==> src/hw/rtl/lkvc_pkg.sv <==
`timescale 1ns / 1ps

package lkvc_pkg;

	// default number of cache entries
	localparam int DEF_ENTRIES = 16;

	// field widths
	localparam int KEY_W   = 32;
	localparam int VALUE_W = 32;
	localparam int CAP_W   = 5;

	// capacity register reset value
	localparam logic [CAP_W-1:0] CAP_RESET = 5'd16;

	// operation codes
	localparam logic KIND_GET = 1'b0;
	localparam logic KIND_PUT = 1'b1;

	// fixed result values
	localparam logic [VALUE_W-1:0] MISS_VALUE = '1;
	localparam logic [VALUE_W-1:0] PUT_VALUE  = '0;

	// controller states
	typedef enum logic [1:0] {
		ST_IDLE,
		ST_LOOKUP,
		ST_UPDATE
	} state_t;

	// controller to datapath commands
	typedef struct packed {
		logic capture;
		logic lookup;
		logic update;
	} cmd_t;

	// datapath to controller status
	typedef struct packed {
		logic out_blocked;
	} status_t;

endpackage

==> src/hw/rtl/lru_key_value_cache.sv <==
// Fully associative key/value cache with least-recently-used replacement.
// Request channel: in_valid / in_stall with kind (0 get, 1 put), key and
// value; a transfer happens on a rising edge with in_valid high and in_stall
// low. Result channel: out_valid / out_stall with hit and read_value, one
// result per request, in request order.
// Configuration: cfg_valid / cfg_ready with capacity; cfg_ready is always
// high. Write it only while no request is in flight.
// A request passes the capture registers, the lookup registers and the
// result register in turn: a lookup step for the parallel key compare over
// all entries, then an update step for the recency rank update and value
// store write; the next request is taken during the update step.
// When out_stall holds a result, the update of the following request waits
// and in_stall rises until the result register frees.
// Reset clears valid marks, ranks, the entry count and the result valid bit,
// and sets capacity to 16; the block takes requests right after reset.
`timescale 1ns / 1ps

module lru_key_value_cache #(
	parameter int ENTRIES = lkvc_pkg::DEF_ENTRIES
) (
	input  logic                                clk,
	input  logic                                arst_n,
	input  logic                                in_valid,
	output logic                                in_stall,
	input  logic                                kind,
	input  logic signed [lkvc_pkg::KEY_W-1:0]   key,
	input  logic signed [lkvc_pkg::VALUE_W-1:0] value,
	output logic                                out_valid,
	input  logic                                out_stall,
	output logic                                hit,
	output logic signed [lkvc_pkg::VALUE_W-1:0] read_value,
	input  logic                                cfg_valid,
	output logic                                cfg_ready,
	input  logic [lkvc_pkg::CAP_W-1:0]          capacity
);

	import lkvc_pkg::*;

	cmd_t    cmd;
	status_t status;
	logic    cfg_we;

	// configuration is always accepted
	assign cfg_ready = 1'b1;
	assign cfg_we    = cfg_valid && cfg_ready;

	lkvc_ctrl u_ctrl (
		.clk      (clk),
		.arst_n   (arst_n),
		.in_valid (in_valid),
		.in_stall (in_stall),
		.status   (status),
		.cmd      (cmd)
	);

	lkvc_datapath #(
		.ENTRIES (ENTRIES)
	) u_datapath (
		.clk        (clk),
		.arst_n     (arst_n),
		.cmd        (cmd),
		.status     (status),
		.kind       (kind),
		.key        (key),
		.value      (value),
		.cfg_we     (cfg_we),
		.capacity   (capacity),
		.out_stall  (out_stall),
		.out_valid  (out_valid),
		.hit        (hit),
		.read_value (read_value)
	);

`ifndef NO_ASSERTIONS
	// no request is taken in the cycle after a transfer (lookup in progress)
	a_no_back_to_back: assert property (@(posedge clk) disable iff (!arst_n)
		(in_valid && !in_stall) |=> in_stall)
		else $error("request taken during lookup");

	// captured request registers never change while a lookup reads them
	a_capture_not_in_lookup: assert property (@(posedge clk) disable iff (!arst_n)
		cmd.capture |-> !cmd.lookup)
		else $error("capture during lookup");

	// every completed update presents a result
	a_update_gives_result: assert property (@(posedge clk) disable iff (!arst_n)
		cmd.update |=> out_valid)
		else $error("update without result");
`endif

endmodule

==> src/hw/rtl/lkvc_ram.sv <==
`timescale 1ns / 1ps

module lkvc_ram #(
	parameter int WIDTH = 32,
	parameter int DEPTH = 16,
	parameter int AW    = (DEPTH > 1) ? $clog2(DEPTH) : 1
) (
	input  logic             clk,
	input  logic             we,
	input  logic [AW-1:0]    waddr,
	input  logic [WIDTH-1:0] wdata,
	input  logic [AW-1:0]    raddr,
	output logic [WIDTH-1:0] rdata
);

	logic [WIDTH-1:0] mem [DEPTH];

	// one write port, one registered read port
	always_ff @(posedge clk) begin
		if (we) begin
			mem[waddr] <= wdata;
		end
		rdata <= mem[raddr];
	end

endmodule

==> src/hw/rtl/lkvc_ctrl.sv <==
`timescale 1ns / 1ps

module lkvc_ctrl (
	input  logic              clk,
	input  logic              arst_n,
	input  logic              in_valid,
	output logic              in_stall,
	input  lkvc_pkg::status_t status,
	output lkvc_pkg::cmd_t    cmd
);

	import lkvc_pkg::*;

	state_t state_q;
	state_t state_d;
	logic   take;
	logic   finish;

	// an item is taken when idle or while the current one completes
	assign finish   = (state_q == ST_UPDATE) && !status.out_blocked;
	assign in_stall = !((state_q == ST_IDLE) || finish);
	assign take     = in_valid && !in_stall;

	// next state
	always_comb begin
		state_d = state_q;
		unique case (state_q)
			ST_IDLE: begin
				if (take) begin
					state_d = ST_LOOKUP;
				end
			end
			ST_LOOKUP: begin
				state_d = ST_UPDATE;
			end
			ST_UPDATE: begin
				if (finish) begin
					state_d = take ? ST_LOOKUP : ST_IDLE;
				end
			end
			default: begin
				state_d = ST_IDLE;
			end
		endcase
	end

	// datapath commands
	always_comb begin
		cmd.capture = take;
		cmd.lookup  = 1'b0;
		cmd.update  = 1'b0;
		unique case (state_q)
			ST_IDLE: begin
			end
			ST_LOOKUP: begin
				cmd.lookup = 1'b1;
			end
			ST_UPDATE: begin
				cmd.update = finish;
			end
			default: begin
			end
		endcase
	end

	always_ff @(posedge clk or negedge arst_n) begin
		if (!arst_n) begin
			state_q <= ST_IDLE;
		end else begin
			state_q <= state_d;
		end
	end

endmodule

==> src/hw/rtl/lkvc_datapath.sv <==
`timescale 1ns / 1ps

module lkvc_datapath #(
	parameter int ENTRIES = lkvc_pkg::DEF_ENTRIES
) (
	input  logic                                clk,
	input  logic                                arst_n,
	input  lkvc_pkg::cmd_t                      cmd,
	output lkvc_pkg::status_t                   status,
	input  logic                                kind,
	input  logic signed [lkvc_pkg::KEY_W-1:0]   key,
	input  logic signed [lkvc_pkg::VALUE_W-1:0] value,
	input  logic                                cfg_we,
	input  logic [lkvc_pkg::CAP_W-1:0]          capacity,
	input  logic                                out_stall,
	output logic                                out_valid,
	output logic                                hit,
	output logic signed [lkvc_pkg::VALUE_W-1:0] read_value
);

	import lkvc_pkg::*;

	localparam int IDX_W = (ENTRIES > 1) ? $clog2(ENTRIES) : 1;
	localparam int CNT_W = $clog2(ENTRIES + 1);
	localparam int MW    = (CNT_W > CAP_W) ? CNT_W : CAP_W;

	// captured request
	logic               kind_q;
	logic [KEY_W-1:0]   key_q;
	logic [VALUE_W-1:0] value_q;

	// entry state
	logic [KEY_W-1:0] keys_q  [ENTRIES];
	logic [IDX_W-1:0] rank_q  [ENTRIES];
	logic             valid_q [ENTRIES];
	logic [CNT_W-1:0] count_q;
	logic [CAP_W-1:0] cap_q;

	// lookup results
	logic             hit_s1;
	logic [IDX_W-1:0] idx_s1;
	logic [IDX_W-1:0] rank_s1;

	// result register
	logic               out_valid_q;
	logic               hit_q;
	logic [VALUE_W-1:0] read_value_q;

	logic [ENTRIES-1:0] match;
	logic [IDX_W-1:0]   match_idx;
	logic [IDX_W-1:0]   match_rank;
	logic [ENTRIES-1:0] evict;
	logic [IDX_W-1:0]   new_idx;
	logic               need_evict;
	logic [MW-1:0]      cap_ext;
	logic [MW-1:0]      eff_ext;
	logic [CNT_W-1:0]   eff_cap;
	logic               ram_we;
	logic [IDX_W-1:0]   ram_waddr;
	logic [VALUE_W-1:0] ram_rdata;

	// effective capacity: zero acts as one, clamp to the entry count
	always_comb begin
		cap_ext = MW'(cap_q);
		if (cap_ext == '0) begin
			eff_ext = MW'(1);
		end else if (cap_ext > MW'(ENTRIES)) begin
			eff_ext = MW'(ENTRIES);
		end else begin
			eff_ext = cap_ext;
		end
		eff_cap = CNT_W'(eff_ext);
	end

	// parallel key compare, one-hot match encoded to index and rank
	always_comb begin
		match_idx  = '0;
		match_rank = '0;
		for (int i = 0; i < ENTRIES; i++) begin
			match[i] = valid_q[i] && (keys_q[i] == key_q);
			if (match[i]) begin
				match_idx  = match_idx | IDX_W'(i);
				match_rank = match_rank | rank_q[i];
			end
		end
	end

	// eviction set and first free or evicted slot for a new key
	always_comb begin
		logic found;
		found      = 1'b0;
		new_idx    = '0;
		need_evict = (count_q >= eff_cap);
		for (int i = 0; i < ENTRIES; i++) begin
			evict[i] = need_evict && valid_q[i] &&
				(CNT_W'(rank_q[i]) >= (eff_cap - CNT_W'(1)));
			if (!found && (!valid_q[i] || evict[i])) begin
				new_idx = IDX_W'(i);
				found   = 1'b1;
			end
		end
	end

	// value store write on every put
	assign ram_we    = cmd.update && (kind_q == KIND_PUT);
	assign ram_waddr = hit_s1 ? idx_s1 : new_idx;

	lkvc_ram #(
		.WIDTH (VALUE_W),
		.DEPTH (ENTRIES)
	) u_values (
		.clk   (clk),
		.we    (ram_we),
		.waddr (ram_waddr),
		.wdata (value_q),
		.raddr (match_idx),
		.rdata (ram_rdata)
	);

	// control state: valid marks, ranks, count, capacity, result valid
	always_ff @(posedge clk or negedge arst_n) begin
		if (!arst_n) begin
			for (int i = 0; i < ENTRIES; i++) begin
				valid_q[i] <= 1'b0;
				rank_q[i]  <= '0;
			end
			count_q     <= '0;
			cap_q       <= CAP_RESET;
			out_valid_q <= 1'b0;
		end else begin
			if (cfg_we) begin
				cap_q <= capacity;
			end
			if (cmd.update) begin
				if (hit_s1) begin
					// promote the hit entry, age the more recent ones
					for (int j = 0; j < ENTRIES; j++) begin
						if (valid_q[j] && (rank_q[j] < rank_s1)) begin
							rank_q[j] <= rank_q[j] + IDX_W'(1);
						end
					end
					rank_q[idx_s1] <= '0;
				end else if (kind_q == KIND_PUT) begin
					// drop least recent entries, age the rest, insert
					for (int j = 0; j < ENTRIES; j++) begin
						if (evict[j]) begin
							valid_q[j] <= 1'b0;
						end else if (valid_q[j]) begin
							rank_q[j] <= rank_q[j] + IDX_W'(1);
						end
					end
					valid_q[new_idx] <= 1'b1;
					rank_q[new_idx]  <= '0;
					count_q <= need_evict ? eff_cap : (count_q + CNT_W'(1));
				end
			end
			if (cmd.update) begin
				out_valid_q <= 1'b1;
			end else if (!out_stall) begin
				out_valid_q <= 1'b0;
			end
		end
	end

	// payload registers
	always_ff @(posedge clk) begin
		if (cmd.capture) begin
			kind_q  <= kind;
			key_q   <= key;
			value_q <= value;
		end
		if (cmd.lookup) begin
			hit_s1  <= |match;
			idx_s1  <= match_idx;
			rank_s1 <= match_rank;
		end
		if (cmd.update && (kind_q == KIND_PUT) && !hit_s1) begin
			keys_q[new_idx] <= key_q;
		end
		if (cmd.update) begin
			hit_q <= hit_s1;
			if (kind_q == KIND_PUT) begin
				read_value_q <= PUT_VALUE;
			end else if (hit_s1) begin
				read_value_q <= ram_rdata;
			end else begin
				read_value_q <= MISS_VALUE;
			end
		end
	end

	assign status.out_blocked = out_valid_q && out_stall;
	assign out_valid          = out_valid_q;
	assign hit                = hit_q;
	assign read_value         = read_value_q;

endmodule
==> config.mk <==
export PLATFORM = sky130hd
export DESIGN_NAME = lru_key_value_cache
export DESIGN_NICKNAME = d
export VERILOG_FILES = /design/src/hw/rtl/lkvc_pkg.sv /design/src/hw/rtl/lru_key_value_cache.sv /design/src/hw/rtl/lkvc_ram.sv /design/src/hw/rtl/lkvc_ctrl.sv /design/src/hw/rtl/lkvc_datapath.sv
export SDC_FILE = /design/constraint.sdc
export NUM_CORES = 2
export LEC_CHECK = 0
export ABC_AREA = 1
export BUFFER_PORTS_ARGS = -buffer_cell sky130_fd_sc_hd__buf_2
export CORE_MARGIN = 3
export CORE_UTILIZATION = 47
export DETAILED_ROUTE_END_ITERATION = 12
export MAX_ROUTING_LAYER = met4
export SLEW_MARGIN = 20
export SYNTH_ARGS = -nofsm -noshare
export SYNTH_HDL_FRONTEND = slang
export SYNTH_SLANG_ARGS = --single-unit
==> constraint.sdc <==
create_clock -name clk -period 9.63 [get_ports clk]
set_input_delay 0.4815 -clock clk [delete_from_list [all_inputs] [get_ports clk]]
set_output_delay 0.4815 -clock clk [all_outputs]
set_load 0.05 [all_outputs]
==> impl_metrics.env <==
export IMPL_status="finished clean"
export IMPL_worst_pin_slew_ps=1200
export IMPL_design_area_um2=65000
export IMPL_fp_row_count=127
export IMPL_cp_top_family="simple AND/OR/NAND/NOR gates"
export IMPL_syn_area_um2=57600
export IMPL_dieArea_um2=127000
export IMPL_arrival_ps=7200
export IMPL_reg2reg_from="u_datapath.cap_ext[3]"
export IMPL_vias_per_cell=5.80
export IMPL_fillerInstances=10400
export IMPL_leakage_nw=24.7
export IMPL_drive_gt1_share_pct=10.2
export IMPL_hold_path_class="in -> reg"
export IMPL_drv_slew=0
export IMPL_track_usage_pct=27.7
export IMPL_fin_crit_ps=6790
export IMPL_pre_cts_slack_ps=2980
export IMPL_route_detailed_drc=0
export IMPL_worst_slack_ps=2840
export IMPL_final_cell_count_no_fill=7085
export IMPL_coreArea_um2=121000
export IMPL_first_global_vias=39100
export IMPL_tns_ps=0
export IMPL_peakVddDrop_mv=0.192
export IMPL_ys_warn_count=0
export IMPL_clk_latency_ps=770
export IMPL_overflow=0
export IMPL_slew_headroom_pct=20.3
export IMPL_die_x_um=356
export IMPL_final_nets=5569
export IMPL_synth_edf_count=1131
export IMPL_clk_pin_slew_worst_paths_ps=60
export IMPL_place_port_buffers=109
export IMPL_ys_ff_latch=1256
export IMPL_post_cts_setup_buffers=0
export IMPL_ys_flop_type="edfxtp_1"
export IMPL_vias=41100
export IMPL_first_pass_iters=6
export IMPL_critPathKind="reg -> reg"
export IMPL_ant_nets=0
export IMPL_clock_skew_ps=25.9
export IMPL_place_congestion=0.948
export IMPL_yosys_cell_types_count=67
export IMPL_ios=111
export IMPL_cts_root_buf="clkbuf_16"
export IMPL_synth_area_leaders="edfxtp_1, nand2_1, nand3_1"
export IMPL_drtIter0Drc=5248
export IMPL_powerDensity_nw_per_um2=224
export IMPL_crit_start="u_datapath.cap_ext[3]"
export IMPL_synth_largest_area_cell="edfxtp_1"
export IMPL_cp_end_kind="register"
export IMPL_synth_top_area_share_pct=58.9
export IMPL_critPathMostFrequentCell="nand2_1"
export IMPL_rsz0062_at_grt="false"
export IMPL_dp_cells=6752
export IMPL_crit_buf_inv=2
export IMPL_dp_hpwl_um=102000
export IMPL_syn_inst=5183
export IMPL_grt_max_degree=205
export IMPL_finalCritPeriodShare_pct=70.5
export IMPL_dieHeight_um=356
export IMPL_clockBufferDepth=3
export IMPL_holdWs_ps=70.0
export IMPL_worst_path_max_delay_cell="ha_1"
export IMPL_critPathMaxStageDelay_ps=1060
export IMPL_crit_path_end="u_datapath.u_values.mem[8][21]"
export IMPL_rr_worst_depth=22
export IMPL_seqCellArea_um2=36900
export IMPL_wl_per_cell_um=24.2
export IMPL_cp_required_ps=10040
export IMPL_ys_seq_area_share_pct=64.1
export IMPL_startpoint_type="register"
export IMPL_syn_area_per_cell_um2=11.1
export IMPL_multi_input_area_um2=18300
export IMPL_total_power_mw=14.6
export IMPL_clock_sinks=1256
export IMPL_rrSetupSlack_ps=2840
export IMPL_syn_to_final_growth_pct=12.8
export IMPL_async_reset_ff_share_pct=7.40
export IMPL_cts_made_buffers=137
export IMPL_grt_pass1_wl_um=254000
export IMPL_setup_violations=0
export IMPL_path_cells="nor2_1 -> nand2_1 -> a21oi_1 -> inv_1 -> ha_1 -> ha_1 -> a21boi_0 -> o21a_1 -> o21ai_0 -> nand2_1 -> nand3_1 -> nand2_1 -> nand4_1 -> nand3_1 -> nor3_1 -> nand2_1 -> nor2_1 -> nand2_1 -> o21ai_2 -> nand2_1 -> nor2_4 -> buf_4"
export IMPL_final_hold_viol_count=0
export IMPL_final_util_pct=53.8
export IMPL_wl_um=171000
export IMPL_reg2reg_to="u_datapath.u_values.mem[8][21]"
export IMPL_post_dp_cell_area_um2=59700
export IMPL_htreeDepth=4
export IMPL_antenna_found_initial=6
export IMPL_start_util_pct=47.7
export IMPL_cts_tree="yes"
export IMPL_critical_path_peak_fanout=19
export IMPL_clock_fmax_ghz=0.147
export IMPL_cap_violations=0
export IMPL_cp_depth=22
export IMPL_synth_nets=5393
[sequential cells by signal, summed over array words and instances (netlist names)]
register / flops
u_datapath.kind_q: 1
u_datapath.hit_s1: 1
u_datapath.u_values.mem: 512
u_datapath.cap_ext: 5
u_datapath.count_q: 5
u_datapath.key_q: 32
u_datapath.hit: 1
u_datapath.u_values.rdata: 32
u_datapath.out_valid: 1
u_datapath.read_value: 32
u_ctrl.state_q: 2
u_datapath.value_q: 32
u_datapath.idx_s1: 4
u_datapath.rank_q: 64
u_datapath.rank_s1: 4
u_datapath.valid_q: 16
u_datapath.keys_q: 512
[cells in the mapped netlist (4+ instances only)]
master / count
o22ai_1: 117
a21boi_0: 12
nand2_2: 6
o21a_1: 18
o211ai_1: 61
or2_2: 40
a21oi_1: 57
a21oi_4: 4
dfrtp_1: 92
clkbuf_1: 61
nand2_1: 1440
a221o_1: 4
nor2_1: 169
o21ai_1: 15
nand4_1: 46
a211oi_1: 20
nand3_2: 5
nor2_4: 6
o2111ai_1: 51
nand3_1: 545
dfxtp_1: 32
edfxtp_1: 1131
nor3_1: 33
a22o_1: 27
buf_4: 59
nor4_1: 52
o21ai_0: 220
nand3b_1: 4
inv_2: 31
inv_1: 281
a221oi_1: 33
xor2_1: 106
xnor2_1: 88
ha_1: 135
nor3_2: 7
buf_6: 29
buf_2: 88
[per-layer routing]
metal  global-route usage [%]  share of wire, %  vias up
met5                        -                 0        -
met4                     8.17               2.9        0
li1                         -                 -    18800
met2                     41.0                45     1952
met3                     4.42               9.6      317
met1                     39.6                43    20100
[area by class of cell]
type	instances	share of cell area [%]
inverter	313	1.81
antenna	2	0.00770
clock inverter	72	1.09
timing repair buffer	280	3.32
tap	1612	3.10
clock buffer	179	5.69
multi-input combinational	3371	28.2
sequential	1256	56.8
[kinds of logic after synthesis]
| logic type | synth area share, % |
|---|---|
| other | 0.00651 |
| flip-flops | 64.1 |
| AND/OR/NAND/NOR | 17.8 |
| multiplexers | 0.0195 |
| adder cells (fa/ha/maj) | 2.93 |
| XOR/XNOR | 2.95 |
| AO/OA/AOI/OAI | 7.55 |
| buffers and inverters | 4.62 |
[where the power goes]
part	switching, mW	internal [mW]
logic	1.90	0.906
clock network	2.21	2.98
registers	0.345	6.22
total	4.45	10.1
[layout by cell type, fill, tap and decap left out, drive strengths merged, types with 3 or more instances in the layout]
cell         Yosys  final
nand2         1447   1447
a22o            27     27
a21oi           61     61
a211oi          23     23
nor3b            3      3
o21a            18     18
nor4b            3      3
nand3b           4      4
o2111ai         51     51
o21ai          238    238
a21boi          13     13
xnor2           88     88
bufinv           0      9
clkinvlp         0      3
nor2           178    178
a221o            4      4
inv            313    317
a221oi          35     35
dfrtp           92     92
a2111oi          7      7
xor2           106    106
ha             135    135
nand4           51     51
o211ai          61     61
o22ai          117    117
nor4            54     54
or2             41     41
nand3          550    550
a211o            3      3
o31ai            3      3
dfxtp           32     32
clkbuf          62    179
dlygate4sd3      0     76
nor3            40     40
clkinv           0     56
buf            181    204
edfxtp        1131   1131
[repair_timing]
action                     4_1_cts  5_1_grt
hold buffers                    76        0
setup endpoints to repair        0        0
hold endpoints to repair       120        0
gates resized for setup          0        0
[worst reg2reg max path: cells and delay by family, from the launching register on]
family          cells  cell delay, ps
compound gates      5             850
simple gates       13            2810
flops               1             390
fa+ha+maj           2            1460
buf+inv             2             920
[worst min-delay path by stage]
stage,startpoint,cells past startpoint,end,slack [ps]
detailed placement,u_datapath.valid_q[11],2,u_datapath.valid_q[11],490
global route,cfg_valid,2,u_datapath.cap_ext[1],50
finish,cfg_valid,2,u_datapath.cap_ext[1],70
CTS,cfg_valid,2,u_datapath.cap_ext[1],3
floorplan,arst_n,0,u_ctrl.state_q[0],190
global placement,u_datapath.valid_q[7],2,u_datapath.valid_q[7],490
Power figures use the tool's default switching activity.
